## config.mk

```make
export PLATFORM = sky130hd
export DESIGN_NAME = cec_pulse_width_receiver
export DESIGN_NICKNAME = d
export VERILOG_FILES = /design/src/cecpwr_pkg.sv /design/src/cecpwr_regs.sv /design/src/cecpwr_classify.sv /design/src/cecpwr_decode.sv /design/src/cec_pulse_width_receiver.sv
export SDC_FILE = /design/constraint.sdc
export NUM_CORES = 1
export LEC_CHECK = 0
export ABC_AREA = 0
export BUFFER_PORTS_ARGS = -buffer_cell sky130_fd_sc_hd__buf_2
export CAP_MARGIN = 25
export CORE_MARGIN = 4
export CORE_UTILIZATION = 40
export CTS_CLUSTER_DIAMETER = 40
export DETAILED_ROUTE_END_ITERATION = 16
export GPL_TIMING_DRIVEN = 0
export HOLD_SLACK_MARGIN = 0.05
export SYNTH_ARGS = -nofsm -noshare
export SYNTH_HDL_FRONTEND = slang
export SYNTH_HIERARCHICAL = 1
export SYNTH_SLANG_ARGS = --single-unit
```

## constraint.sdc

```tcl
create_clock -name clk -period 8.45 [get_ports clk]
set_clock_uncertainty 0.05 [all_clocks]
set_input_delay 1.69 -clock clk [delete_from_list [all_inputs] [get_ports clk]]
set_output_delay 1.69 -clock clk [all_outputs]
set_load 0.005 [all_outputs]
```

## src/cecpwr_pkg.sv

```systemverilog
// ----------------------------------------------------------------------------
// CEC pulse width receiver package
// Shared types and constants for the CEC receive bit decoder.
// ----------------------------------------------------------------------------
package cecpwr_pkg;

	// width of the low time and of each configuration register
	localparam int unsigned TICKW = 16;

	// configuration register indexes (byte address = 4 * index)
	localparam logic [1:0] REG_START_LOW = 2'd0;
	localparam logic [1:0] REG_ONE_LOW   = 2'd1;
	localparam logic [1:0] REG_ZERO_LOW  = 2'd2;
	localparam logic [1:0] REG_TOL       = 2'd3;

	// reset values of the configuration registers
	localparam logic [TICKW-1:0] RST_START_LOW = 16'd7400;
	localparam logic [TICKW-1:0] RST_ONE_LOW   = 16'd1200;
	localparam logic [TICKW-1:0] RST_ZERO_LOW  = 16'd3000;
	localparam logic [TICKW-1:0] RST_TOL       = 16'd400;

	// data bit positions with a special meaning
	localparam logic [3:0] BIT_LAST_DATA = 4'd7;
	localparam logic [3:0] BIT_EOM       = 4'd8;
	localparam logic [3:0] BIT_ACK       = 4'd9;

	// event codes reported with each result word
	typedef enum logic [2:0] {
		EV_BIT   = 3'd0,
		EV_START = 3'd1,
		EV_BYTE  = 3'd2,
		EV_EOM   = 3'd3,
		EV_ERROR = 3'd4,
		EV_ACK   = 3'd5,
		EV_IDLE  = 3'd6,
		EV_STRAY = 3'd7
	} event_t;

	// configuration register set
	typedef struct packed {
		logic [TICKW-1:0] start_low;
		logic [TICKW-1:0] one_low;
		logic [TICKW-1:0] zero_low;
		logic [TICKW-1:0] tol;
	} cfg_t;

	// window hits for one low time
	typedef struct packed {
		logic start_hit;
		logic one_hit;
		logic zero_hit;
	} class_t;

	// one result word
	typedef struct packed {
		event_t     event_code;
		logic [7:0] data_byte;
		logic [3:0] byte_index;
		logic       message_done;
		logic       ack_flag;
	} result_t;

endpackage

```

## src/cecpwr_regs.sv

```systemverilog
// ----------------------------------------------------------------------------
// CEC pulse width receiver configuration registers
// APB register file holding the nominal low times and window tolerance.
// ----------------------------------------------------------------------------
module cecpwr_regs import cecpwr_pkg::*; (
	input  logic        clk,
	input  logic        arst_n,
	input  logic        psel,
	input  logic        penable,
	input  logic        pwrite,
	input  logic [3:0]  paddr,
	input  logic [31:0] pwdata,
	output logic [31:0] prdata,
	output logic        pready,
	output cfg_t        cfg
);

	cfg_t       cfg_q;
	logic       wr_en;
	logic [1:0] reg_idx;

	assign pready  = 1'b1;
	assign wr_en   = psel & penable & pwrite;
	assign reg_idx = paddr[3:2];
	assign cfg     = cfg_q;

	// register writes
	always_ff @(posedge clk or negedge arst_n) begin
		if (!arst_n) begin
			cfg_q.start_low <= RST_START_LOW;
			cfg_q.one_low   <= RST_ONE_LOW;
			cfg_q.zero_low  <= RST_ZERO_LOW;
			cfg_q.tol       <= RST_TOL;
		end else if (wr_en) begin
			unique case (reg_idx)
				REG_START_LOW: cfg_q.start_low <= pwdata[TICKW-1:0];
				REG_ONE_LOW:   cfg_q.one_low   <= pwdata[TICKW-1:0];
				REG_ZERO_LOW:  cfg_q.zero_low  <= pwdata[TICKW-1:0];
				REG_TOL:       cfg_q.tol       <= pwdata[TICKW-1:0];
				default:       ;
			endcase
		end
	end

	// read back
	always_comb begin
		unique case (reg_idx)
			REG_START_LOW: prdata = {16'd0, cfg_q.start_low};
			REG_ONE_LOW:   prdata = {16'd0, cfg_q.one_low};
			REG_ZERO_LOW:  prdata = {16'd0, cfg_q.zero_low};
			REG_TOL:       prdata = {16'd0, cfg_q.tol};
			default:       prdata = 32'd0;
		endcase
	end

endmodule

```

## src/cecpwr_classify.sv

```systemverilog
// ----------------------------------------------------------------------------
// CEC pulse width receiver window classifier
// Checks a low time against the start, one and zero windows.
// ----------------------------------------------------------------------------
module cecpwr_classify import cecpwr_pkg::*; (
	input  logic [TICKW-1:0] low_time,
	input  cfg_t             cfg,
	output class_t           cls
);

	// nominal +/- tolerance, exclusive bounds, no wrap
	function automatic logic in_window(input logic [TICKW-1:0] d,
		input logic [TICKW-1:0] nominal, input logic [TICKW-1:0] tol);
		logic [TICKW:0] d_plus;
		logic [TICKW:0] nom_plus;
		d_plus   = {1'b0, d} + {1'b0, tol};
		nom_plus = {1'b0, nominal} + {1'b0, tol};
		return (d_plus > {1'b0, nominal}) && ({1'b0, d} < nom_plus);
	endfunction

	assign cls.start_hit = in_window(low_time, cfg.start_low, cfg.tol);
	assign cls.one_hit   = in_window(low_time, cfg.one_low, cfg.tol);
	assign cls.zero_hit  = in_window(low_time, cfg.zero_low, cfg.tol);

endmodule

```

## src/cecpwr_decode.sv

```systemverilog
// ----------------------------------------------------------------------------
// CEC pulse width receiver bit decoder
// Frame state, bit shifter and byte counter; forms one result per edge.
// ----------------------------------------------------------------------------
module cecpwr_decode import cecpwr_pkg::*; #(
	parameter int unsigned MAX_MESSAGE_BYTES = 16
) (
	input  logic    clk,
	input  logic    arst_n,
	input  logic    advance,
	input  logic    edge_level,
	input  class_t  cls,
	output result_t result
);

	localparam int unsigned CW = $clog2(MAX_MESSAGE_BYTES + 1);
	localparam logic [CW-1:0] CNT_MAX  = CW'(MAX_MESSAGE_BYTES);
	localparam logic [CW-1:0] CNT_LAST = CW'(MAX_MESSAGE_BYTES - 1);

	logic          start_seen_q, start_seen_d;
	logic [3:0]    bit_pos_q, bit_pos_d;
	logic [7:0]    shift_q, shift_d;
	logic [CW-1:0] byte_cnt_q, byte_cnt_d;
	logic          end_seen_q, end_seen_d;
	logic          ack_seen_q, ack_seen_d;
	event_t        ev;
	logic [7:0]    data;
	logic [CW-1:0] idx;
	logic          data_slot;

	assign data_slot = (bit_pos_q < BIT_EOM);

	// next state and event for one edge
	always_comb begin
		start_seen_d = start_seen_q;
		bit_pos_d    = bit_pos_q;
		shift_d      = shift_q;
		byte_cnt_d   = byte_cnt_q;
		end_seen_d   = end_seen_q;
		ack_seen_d   = ack_seen_q;
		ev           = EV_IDLE;
		data         = 8'd0;
		idx          = '0;
		if (!edge_level) begin
			// falling edge: report ack at bit 9
			if (bit_pos_q == BIT_ACK) begin
				ack_seen_d = 1'b1;
				bit_pos_d  = 4'd0;
				ev         = EV_ACK;
			end
		end else if (cls.start_hit) begin
			start_seen_d = 1'b1;
			end_seen_d   = 1'b0;
			ack_seen_d   = 1'b0;
			byte_cnt_d   = '0;
			bit_pos_d    = 4'd0;
			shift_d      = 8'd0;
			ev           = EV_START;
		end else if (cls.one_hit || cls.zero_hit) begin
			ev = EV_BIT;
			if (cls.one_hit) begin
				if (start_seen_q) begin
					if (data_slot) begin
						shift_d = {shift_q[6:0], 1'b1};
					end else begin
						end_seen_d = 1'b1;
						ev         = EV_EOM;
					end
				end
			end else begin
				if (start_seen_q && data_slot) begin
					shift_d = {shift_q[6:0], 1'b0};
				end else begin
					ack_seen_d = 1'b1;
					ev         = EV_STRAY;
				end
			end
			// last data bit closes the byte (including that bit); count saturates
			if (bit_pos_q == BIT_LAST_DATA) begin
				if (byte_cnt_q < CNT_MAX) begin
					idx        = byte_cnt_q;
					byte_cnt_d = byte_cnt_q + 1'b1;
				end else begin
					idx = CNT_LAST;
				end
				data = shift_d;
				ev   = EV_BYTE;
			end
			bit_pos_d = bit_pos_q + 4'd1;
		end else begin
			// framing error
			start_seen_d = 1'b0;
			ev           = EV_ERROR;
		end
	end

	// result word
	always_comb begin
		result.event_code   = ev;
		result.data_byte    = data;
		result.byte_index   = 4'(idx);
		result.message_done = end_seen_d;
		result.ack_flag     = ack_seen_d;
	end

	// frame state
	always_ff @(posedge clk or negedge arst_n) begin
		if (!arst_n) begin
			start_seen_q <= 1'b0;
			bit_pos_q    <= 4'd0;
			shift_q      <= 8'd0;
			byte_cnt_q   <= '0;
			end_seen_q   <= 1'b0;
			ack_seen_q   <= 1'b0;
		end else if (advance) begin
			start_seen_q <= start_seen_d;
			bit_pos_q    <= bit_pos_d;
			shift_q      <= shift_d;
			byte_cnt_q   <= byte_cnt_d;
			end_seen_q   <= end_seen_d;
			ack_seen_q   <= ack_seen_d;
		end
	end

endmodule

```

## src/cec_pulse_width_receiver.sv

```systemverilog
// ----------------------------------------------------------------------------
// CEC pulse width receiver
// Decodes CEC bus edges into start, data bit, byte, end-of-message, ack, stray,
// idle and framing error events.
// ----------------------------------------------------------------------------
// Each input word is one bus edge (tuser = level after the edge, tdata = low
// time in ticks). Every edge yields exactly one result word. One edge is taken
// per clock cycle while the output is not stalled by m_axis_tready; a word passes
// an input register and then a result register before its result is offered.
// The window compares, bit shifter and byte counter all sit between those two
// registers, which sets the one-word-per-cycle figure. The nominal low times
// and tolerance are APB registers at byte addresses 0, 4, 8 and 12; write them
// only while no edge is in flight.
module cec_pulse_width_receiver import cecpwr_pkg::*; #(
	parameter int unsigned MAX_MESSAGE_BYTES = 16,
	parameter int unsigned TICK_WIDTH        = 16
) (
	input  logic        clk,
	input  logic        arst_n,
	// stream in
	input  logic        s_axis_tvalid,
	output logic        s_axis_tready,
	input  logic [15:0] s_axis_tdata,   // [15:0] low_duration
	input  logic [0:0]  s_axis_tuser,   // [0] edge_level
	// stream out
	output logic        m_axis_tvalid,
	input  logic        m_axis_tready,
	output logic [15:0] m_axis_tdata,   // [7:0] data_byte, [11:8] byte_index,
	                                    // [12] message_done, [13] ack_flag, [15:14] zero
	output logic [2:0]  m_axis_tuser,   // [2:0] event_code
	// configuration
	input  logic        psel,
	input  logic        penable,
	input  logic        pwrite,
	input  logic [3:0]  paddr,
	input  logic [31:0] pwdata,
	output logic [31:0] prdata,
	output logic        pready
);

	// only the low TICK_WIDTH bits of the low time count
	localparam logic [TICKW-1:0] TICK_MASK = (TICK_WIDTH >= TICKW) ? {TICKW{1'b1}} :
		TICKW'((64'd1 << TICK_WIDTH) - 64'd1);

	cfg_t             cfg;
	class_t           cls;
	result_t          result;
	logic             valid_s1;
	logic             edge_level_s1;
	logic [TICKW-1:0] low_time_s1;
	logic             valid_s2;
	result_t          result_s2;
	logic             advance;

	// handshake: stage 1 moves on when the result register is free or drains
	assign advance       = valid_s1 & (~valid_s2 | m_axis_tready);
	assign s_axis_tready = ~valid_s1 | advance;

	cecpwr_regs u_regs (
		.clk     (clk),
		.arst_n  (arst_n),
		.psel    (psel),
		.penable (penable),
		.pwrite  (pwrite),
		.paddr   (paddr),
		.pwdata  (pwdata),
		.prdata  (prdata),
		.pready  (pready),
		.cfg     (cfg)
	);

	// input register
	always_ff @(posedge clk or negedge arst_n) begin
		if (!arst_n) begin
			valid_s1 <= 1'b0;
		end else if (s_axis_tready) begin
			valid_s1 <= s_axis_tvalid;
		end
	end

	always_ff @(posedge clk) begin
		if (s_axis_tready && s_axis_tvalid) begin
			edge_level_s1 <= s_axis_tuser[0];
			low_time_s1   <= s_axis_tdata & TICK_MASK;
		end
	end

	cecpwr_classify u_classify (
		.low_time (low_time_s1),
		.cfg      (cfg),
		.cls      (cls)
	);

	cecpwr_decode #(
		.MAX_MESSAGE_BYTES (MAX_MESSAGE_BYTES)
	) u_decode (
		.clk        (clk),
		.arst_n     (arst_n),
		.advance    (advance),
		.edge_level (edge_level_s1),
		.cls        (cls),
		.result     (result)
	);

	// result register
	always_ff @(posedge clk or negedge arst_n) begin
		if (!arst_n) begin
			valid_s2 <= 1'b0;
		end else if (~valid_s2 | m_axis_tready) begin
			valid_s2 <= valid_s1;
		end
	end

	always_ff @(posedge clk) begin
		if (advance) begin
			result_s2 <= result;
		end
	end

	assign m_axis_tvalid = valid_s2;
	assign m_axis_tuser  = result_s2.event_code;
	assign m_axis_tdata  = {2'b00, result_s2.ack_flag, result_s2.message_done,
		result_s2.byte_index, result_s2.data_byte};

endmodule
```

# ---- After elaboration in Yosys (flattened, before gate mapping)
# Cells that the tools add are included.
# Widths: inputs -> output; s select.
dict set report classes {
  add_sub_neg 6
  n_lt_le_gt_ge 8
  n_eq_ne 7
  n_mux 39
  bitwise 10
  reduce_logical 20
}
# operator n
set ops {}
lappend ops {{$pmux 32 s4} 1}
lappend ops {{$add 16x16->17} 4}
lappend ops {{$gt 17x16->1} 3}
lappend ops {{$lt 16x17->1} 3}
lappend ops {{$mux 8} 6}
lappend ops {{$mux 3} 7}
lappend ops {{$mux 4} 5}
lappend ops {{$mux 5} 4}
lappend ops {{$mux 1} 14}
lappend ops {{$reduce_and 3->1} 3}
lappend ops {{$reduce_and 2->1} 4}
lappend ops {{$reduce_bool 2->1} 4}
lappend ops {{$add 5x1->5 const B} 1}
lappend ops {{$logic_and 1x1->1} 5}
lappend ops {{$lt 5x5->1 const B} 1}
lappend ops {{$not 1->1} 5}
lappend ops {{$reduce_and 5->1} 1}
lappend ops {{$add 4x1->4 const B} 1}
lappend ops {{$eq 2x2->1 const B} 2}
lappend ops {{$eq 4x3->1 const B} 1}
lappend ops {{$eq 4x4->1 const B} 1}
lappend ops {{$lt 4x4->1 const B} 1}
lappend ops {{$mux 2} 2}
lappend ops {{$reduce_or 4->1} 1}
lappend ops {{other kinds (7)} 10}
dict set report totals {
  register_bits 120
  in_bits 60
  out_inout_bits 54
  elab_cells 109
}

# ---- Logic depth before layout (Yosys ltp)
dict set report depth {
  depth_word 8
  mapped_depth 22
  depth_no_buf 20
}

# ---- Cells and area by module
# Netlist, hierarchy kept.
# mod n_inst cells_per_inst area_per_inst_um2 seq_area_each_um2
set by_module_without_submodules {}
lappend by_module_without_submodules {cecpwr_classify 1 672 5124.9 0.0}
lappend by_module_without_submodules {cecpwr_regs 1 180 3031.7 1627.8}
lappend by_module_without_submodules {cecpwr_decode 1 147 1271.2 500.5}
lappend by_module_without_submodules {cec_pulse_width_receiver 1 45 1143.6 1071.0}

# ---- Worst setup path after synthesis
# Ideal clock, no wire load.
dict set report synth_path {
  kind {flip-flop to flip-flop}
  start {reg u_regs.cfg_q, in the netlist u_regs/cfg[7]}
  end {reg result_s2, in the netlist m_axis_tdata[10] (data pin)}
  setup_ns 0.257
  t_arrival_ns 4.121
  required_ns 8.143
  slack_ns 4.023
  path_stages_with_launch 20
  n_path_buf 2
  period_less_slack_ns 4.427
  cell_sequence {dfstp_2 -> ha_1 -> a21o_1 -> or3_4 -> o211ai_2 -> a211oi_2 -> or2_0 -> o311ai_1 -> ha_1 -> and3_1 -> a221oi_1 -> o21ai_0 -> a2bb2oi_1 -> o21ai_0 -> a32oi_1 -> or2_0 -> buf_2 -> nand3_1 -> buf_2 -> nor2_1}
}
# item line_no
set synth_rtl {}
lappend synth_rtl {{start: declaration} cecpwr_regs.sv:18} ;# cfg_t cfg_q;
lappend synth_rtl {{end signal: assignment} cec_pulse_width_receiver.sv:116} ;# result_s2 <= result;
lappend synth_rtl {{end: declaration} cec_pulse_width_receiver.sv:52} ;# result_t result_s2;

==> metrics.md <==
| Metric | Value |
|---|---|
| First-pass iteration count of the detailed router | 5 |
| Net switching fraction of the power | 44.9% |
| Max Fanout on Critical Path | 10 |
| Most used standard cells in the synthesized netlist | ha_1, inv_1, a21oi_1 |
| Portion of total power attributed to the clock network | 19.6% |
| H-tree levels | 4 |
| Number of antenna violations at the first check in global routing | 0 |
| Total global routing overflow | 0 |
| Die Span X | 171 um |
| Global-route wire length before repair | between 40000 and 50000 um |
| TritonCTS buffer count | 17 |
| Clock tree from TritonCTS | built |
| Category of the most critical setup path | reg -> reg |
| Via count of the routed design | around 8500 |
| Worst Hold Endpoint | u_decode/end_seen_q |
| Crit-path slowest cell | dfstp_2 |
| Count of non-filler cells in the finished layout | roughly 1500 |
| CTS sink cnt | 120 |
| Hold Vio Cnt, Final | 0 |
| Buffers added on ports | 74 |
| Final net count | 1378 |
| Required @ worst endpoint | 8.58 ns |
| Final routed DRC violation total | 0 |
| Number of placement rows | 59 |
| Net switching power of the design | 1760 uW |
| Total wirelength of the detailed-routed design | a little under 30000 um |
| Flop2flop setup slack | about 2.9 ns |
| Pin count of the biggest net entering global routing | 53 |
| Count of buffering cells on the critical path with inverters included | 2 |
| Max Root-Sink Buffers | 2 |
| Post-synth top area share | 18.9% |
| Average wire per standard cell | 19.5 um |
| Die area | about 0.029 mm2 |
| Quantity of hold-fixing buffers added after cts | 0 |
| Accumulated negative setup slack | 0 ns |
| Setup WS post-layout | 2.89 ns |
| Area inside the core boundary | 0.0261 mm2 |
| Number of gates resized after cts | 0 |
| Clk Latency, worst-skew pair | 0.44 ns |
| I/O pin cnt | ~110 |
| CP Launch Point | u_regs/cfg[7] |
| Area growth syn-to-layout | 14.0% |
| Final design area excluding fillers | 0.0120 mm2 |
| Placed inst area | 0.0115 mm2 |
| Ordered list of cells on the worst path | ha_1 -> a21o_1 -> or3_4 -> o211ai_2 -> a211oi_2 -> or2_0 -> o311ai_1 -> ha_1 -> and3_1 -> a221oi_1 -> o21ai_0 -> o21ai_0 -> a32oi_1 -> or2_0 -> buf_2 -> nand3_1 -> buf_2 -> a21oi_1 |
| Number of enable flip-flop cells after synthesis | 34 |
| Worst slack at placement | ~3.0 ns |
| Total power after layout | 3930 uW |
| Maximum capacitance violations | 0 |
| Final Cycle Share | about two thirds |
| Worst Path Arrival | between 5 and 6 ns |
| Mean instance size in the synthesized netlist | 10.1 um2 |
| Start of the worst register-to-register path | u_regs/cfg[7] |
| Number of flip-flops and latches in the synthesized netlist | 120 |
| Post-CTS repair timing setup buffer count | 0 |
| DP Cell Count | 1470 |
| Worst setup EP type | register |
| Via density per instance | roughly 5.7 |
| Hold Crit Depth | 1 |
| Count of nets left with antenna violations after detail routing | 0 |
| Die H | ~170 um |
| Cell Int Power | 2160 uW |
| Most common cell in the netlist | ha_1 |
| Startpoint types | register |
| Root buffer selected by CTS | clkbuf_16 |
| Placed wire-length estimate after detailed placement | 22800 um |
| Slew headroom | 31.6% |
| R2R Path End | m_axis_tdata[4] |
| YS warnings | 6 |
| Max-slew violation total from the final report | 0 |
| Seq pwr share | approximately 23% |
| Routability-driven placement congestion ratio | 0.897 |
| Number of global-route vias before repair | 8392 |
| Comb power frac | approximately 57% |
| Combined global-route utilization of all metal layers | 20.7% |
| Post-synthesis instance total | 1044 |
| Worst R2R Path Depth | 18 |
| Layout filler cell count | 2475 |
| Layout cell share with drive strength beyond 1 | 23.0% |
| Hold Crit Class | reg -> reg |
| Asr flop ratio synth | 71.7% |
| Transition time at the pin with the least slew margin | 1.02 ns |
| Post-synth design cell area | 0.0106 mm2 |
| Peak supply drop | around 0.00012 V |
| Clock-pin slew on the worst setup and hold paths | 0.08 ns |
| Fmax | 180 MHz |
| Top post-synthesis cells by area | ha_1, dfrtp_1, edfxtp_1 |
| Detailed router's first-iteration violation count | 676 |
| Effective utilization at floorplan | 40.6% |
| Delay-heaviest family, CP | compound AO/OA/AOI/OAI gates |
| Delay of the slowest critical-path stage | 0.61 ns |
| Main synth FF type | dfrtp_1 |
| Post-synthesis cell type count | 85 |
| Cell accounting for the most synthesized area | ha_1 |
| Ant. Diodes | 0 |
| Status | complete, no violations |
| Hold path start | u_decode/end_seen_q |
| Share of the yosys chip area belonging to registers | 30.3% |
| RSZ-0062 raised after global routing | false |
| Total setup violations reported at the end of the flow | 0 |
| Standby leakage power | 0.00563 uW |
| Min cycle time layout | approximately 5.6 ns |
| Power density over the cells | 326 mW/mm2 |
-- per-stage QoR --
stage,utilization [%],hold slack (ns)
floorplan,-,0.416
global route,46.2,0.480
detailed placement,43.9,0.447
global placement,43.8,0.440
finish,46.2,0.467
CTS,46.2,0.466
-- power groups by stage --
stage | logic (uW) | clock network (uW) | registers (uW)
2_1_floorplan | 1690 | 0 | 830
3_3_place_gp | 2170 | 0 | 909
3_5_place_dp | 2210 | 0 | 912
4_1_cts | 2230 | 785 | 902
5_1_grt | 2540 | 810 | 921
6_report | 2250 | 770 | 904
-- flip-flops by register name, indices dropped and copies added (netlist names) --
name                   flops
u_decode/bit_pos_q         4
u_decode/ack_seen_q        1
u_decode/shift_q           8
u_regs/cfg                64
m_axis_tuser               3
low_time_s1               16
m_axis_tvalid              1
valid_s1                   1
m_axis_tdata              14
u_decode/byte_cnt_q        5
u_decode/end_seen_q        1
edge_level_s1              1
u_decode/start_seen_q      1
-- worst register-to-register path: stages, from the launching register on --
cell and delay, ns:
dfstp_2 0.61, ha_1 0.31, a21o_1 0.22, or3_4 0.33, o211ai_2 0.25, a211oi_2 0.15
or2_0 0.23, o311ai_1 0.45, ha_1 0.36, and3_1 0.19, a221oi_1 0.28, o21ai_0 0.19
o21ai_0 0.53, a32oi_1 0.29, or2_0 0.27, buf_2 0.16, nand3_1 0.15, buf_2 0.23
a21oi_1 0.06
-- routing by layer --
metal | track usage [%] | routed length (um)
met1 | 29.0 | 13400
met2 | 32.2 | 13200
met3 | 4.11 | 1920
met4 | 6.63 | 685
met5 | 0 | 0
-- cell type report --
class | count | area (um2) | area share (%)
Multi-Input combinational cell | 824 | 6850 | 56.8
Sequential cell | 120 | 3200 | 26.6
Clock buffer | 17 | 425 | 3.53
Tap cell | 335 | 419 | 3.48
Timing Repair Buffer | 75 | 400 | 3.32
Buffer | 43 | 313 | 2.60
Inverter | 73 | 274 | 2.27
Clock inverter | 15 | 171 | 1.42
-- cell families after synthesis --
family,count (synthesis),share of synthesized area (%)
compound gates,280,18.0
simple gates,231,11.4
fa+ha+maj,164,19.7
flops,120,30.3
buf+inv,116,5.55
mux,82,11.0
xor+xnor,48,3.98
other cells,3,0.107
-- cells in the final DEF, fill, tap and decap left out, drive strengths merged, types with 17 or more instances in the layout --
cell type / instances
a21o: 40
a21oi: 68
buf: 115
clkbuf: 20
conb: 19
dfrtp: 65
dfstp: 21
edfxtp: 34
ha: 160
inv: 83
mux2: 66
nand2: 46
nand2b: 18
nand3: 18
nor2: 55
o21a: 21
o21ai: 47
xnor2: 31
xor2: 17
-- worst max-delay path by stage --
| stage | endpoint | depth (start not counted) |
|---|---|---|
| floorplan | m_axis_tdata[10] | 19 |
| global placement | m_axis_tdata[0] | 18 |
| detailed placement | m_axis_tdata[8] | 18 |
| CTS | m_axis_tdata[4] | 18 |
| global route | m_axis_tdata[10] | 18 |
| finish | m_axis_tdata[4] | 18 |
Note: power is estimated with default switching activity, not from simulation.
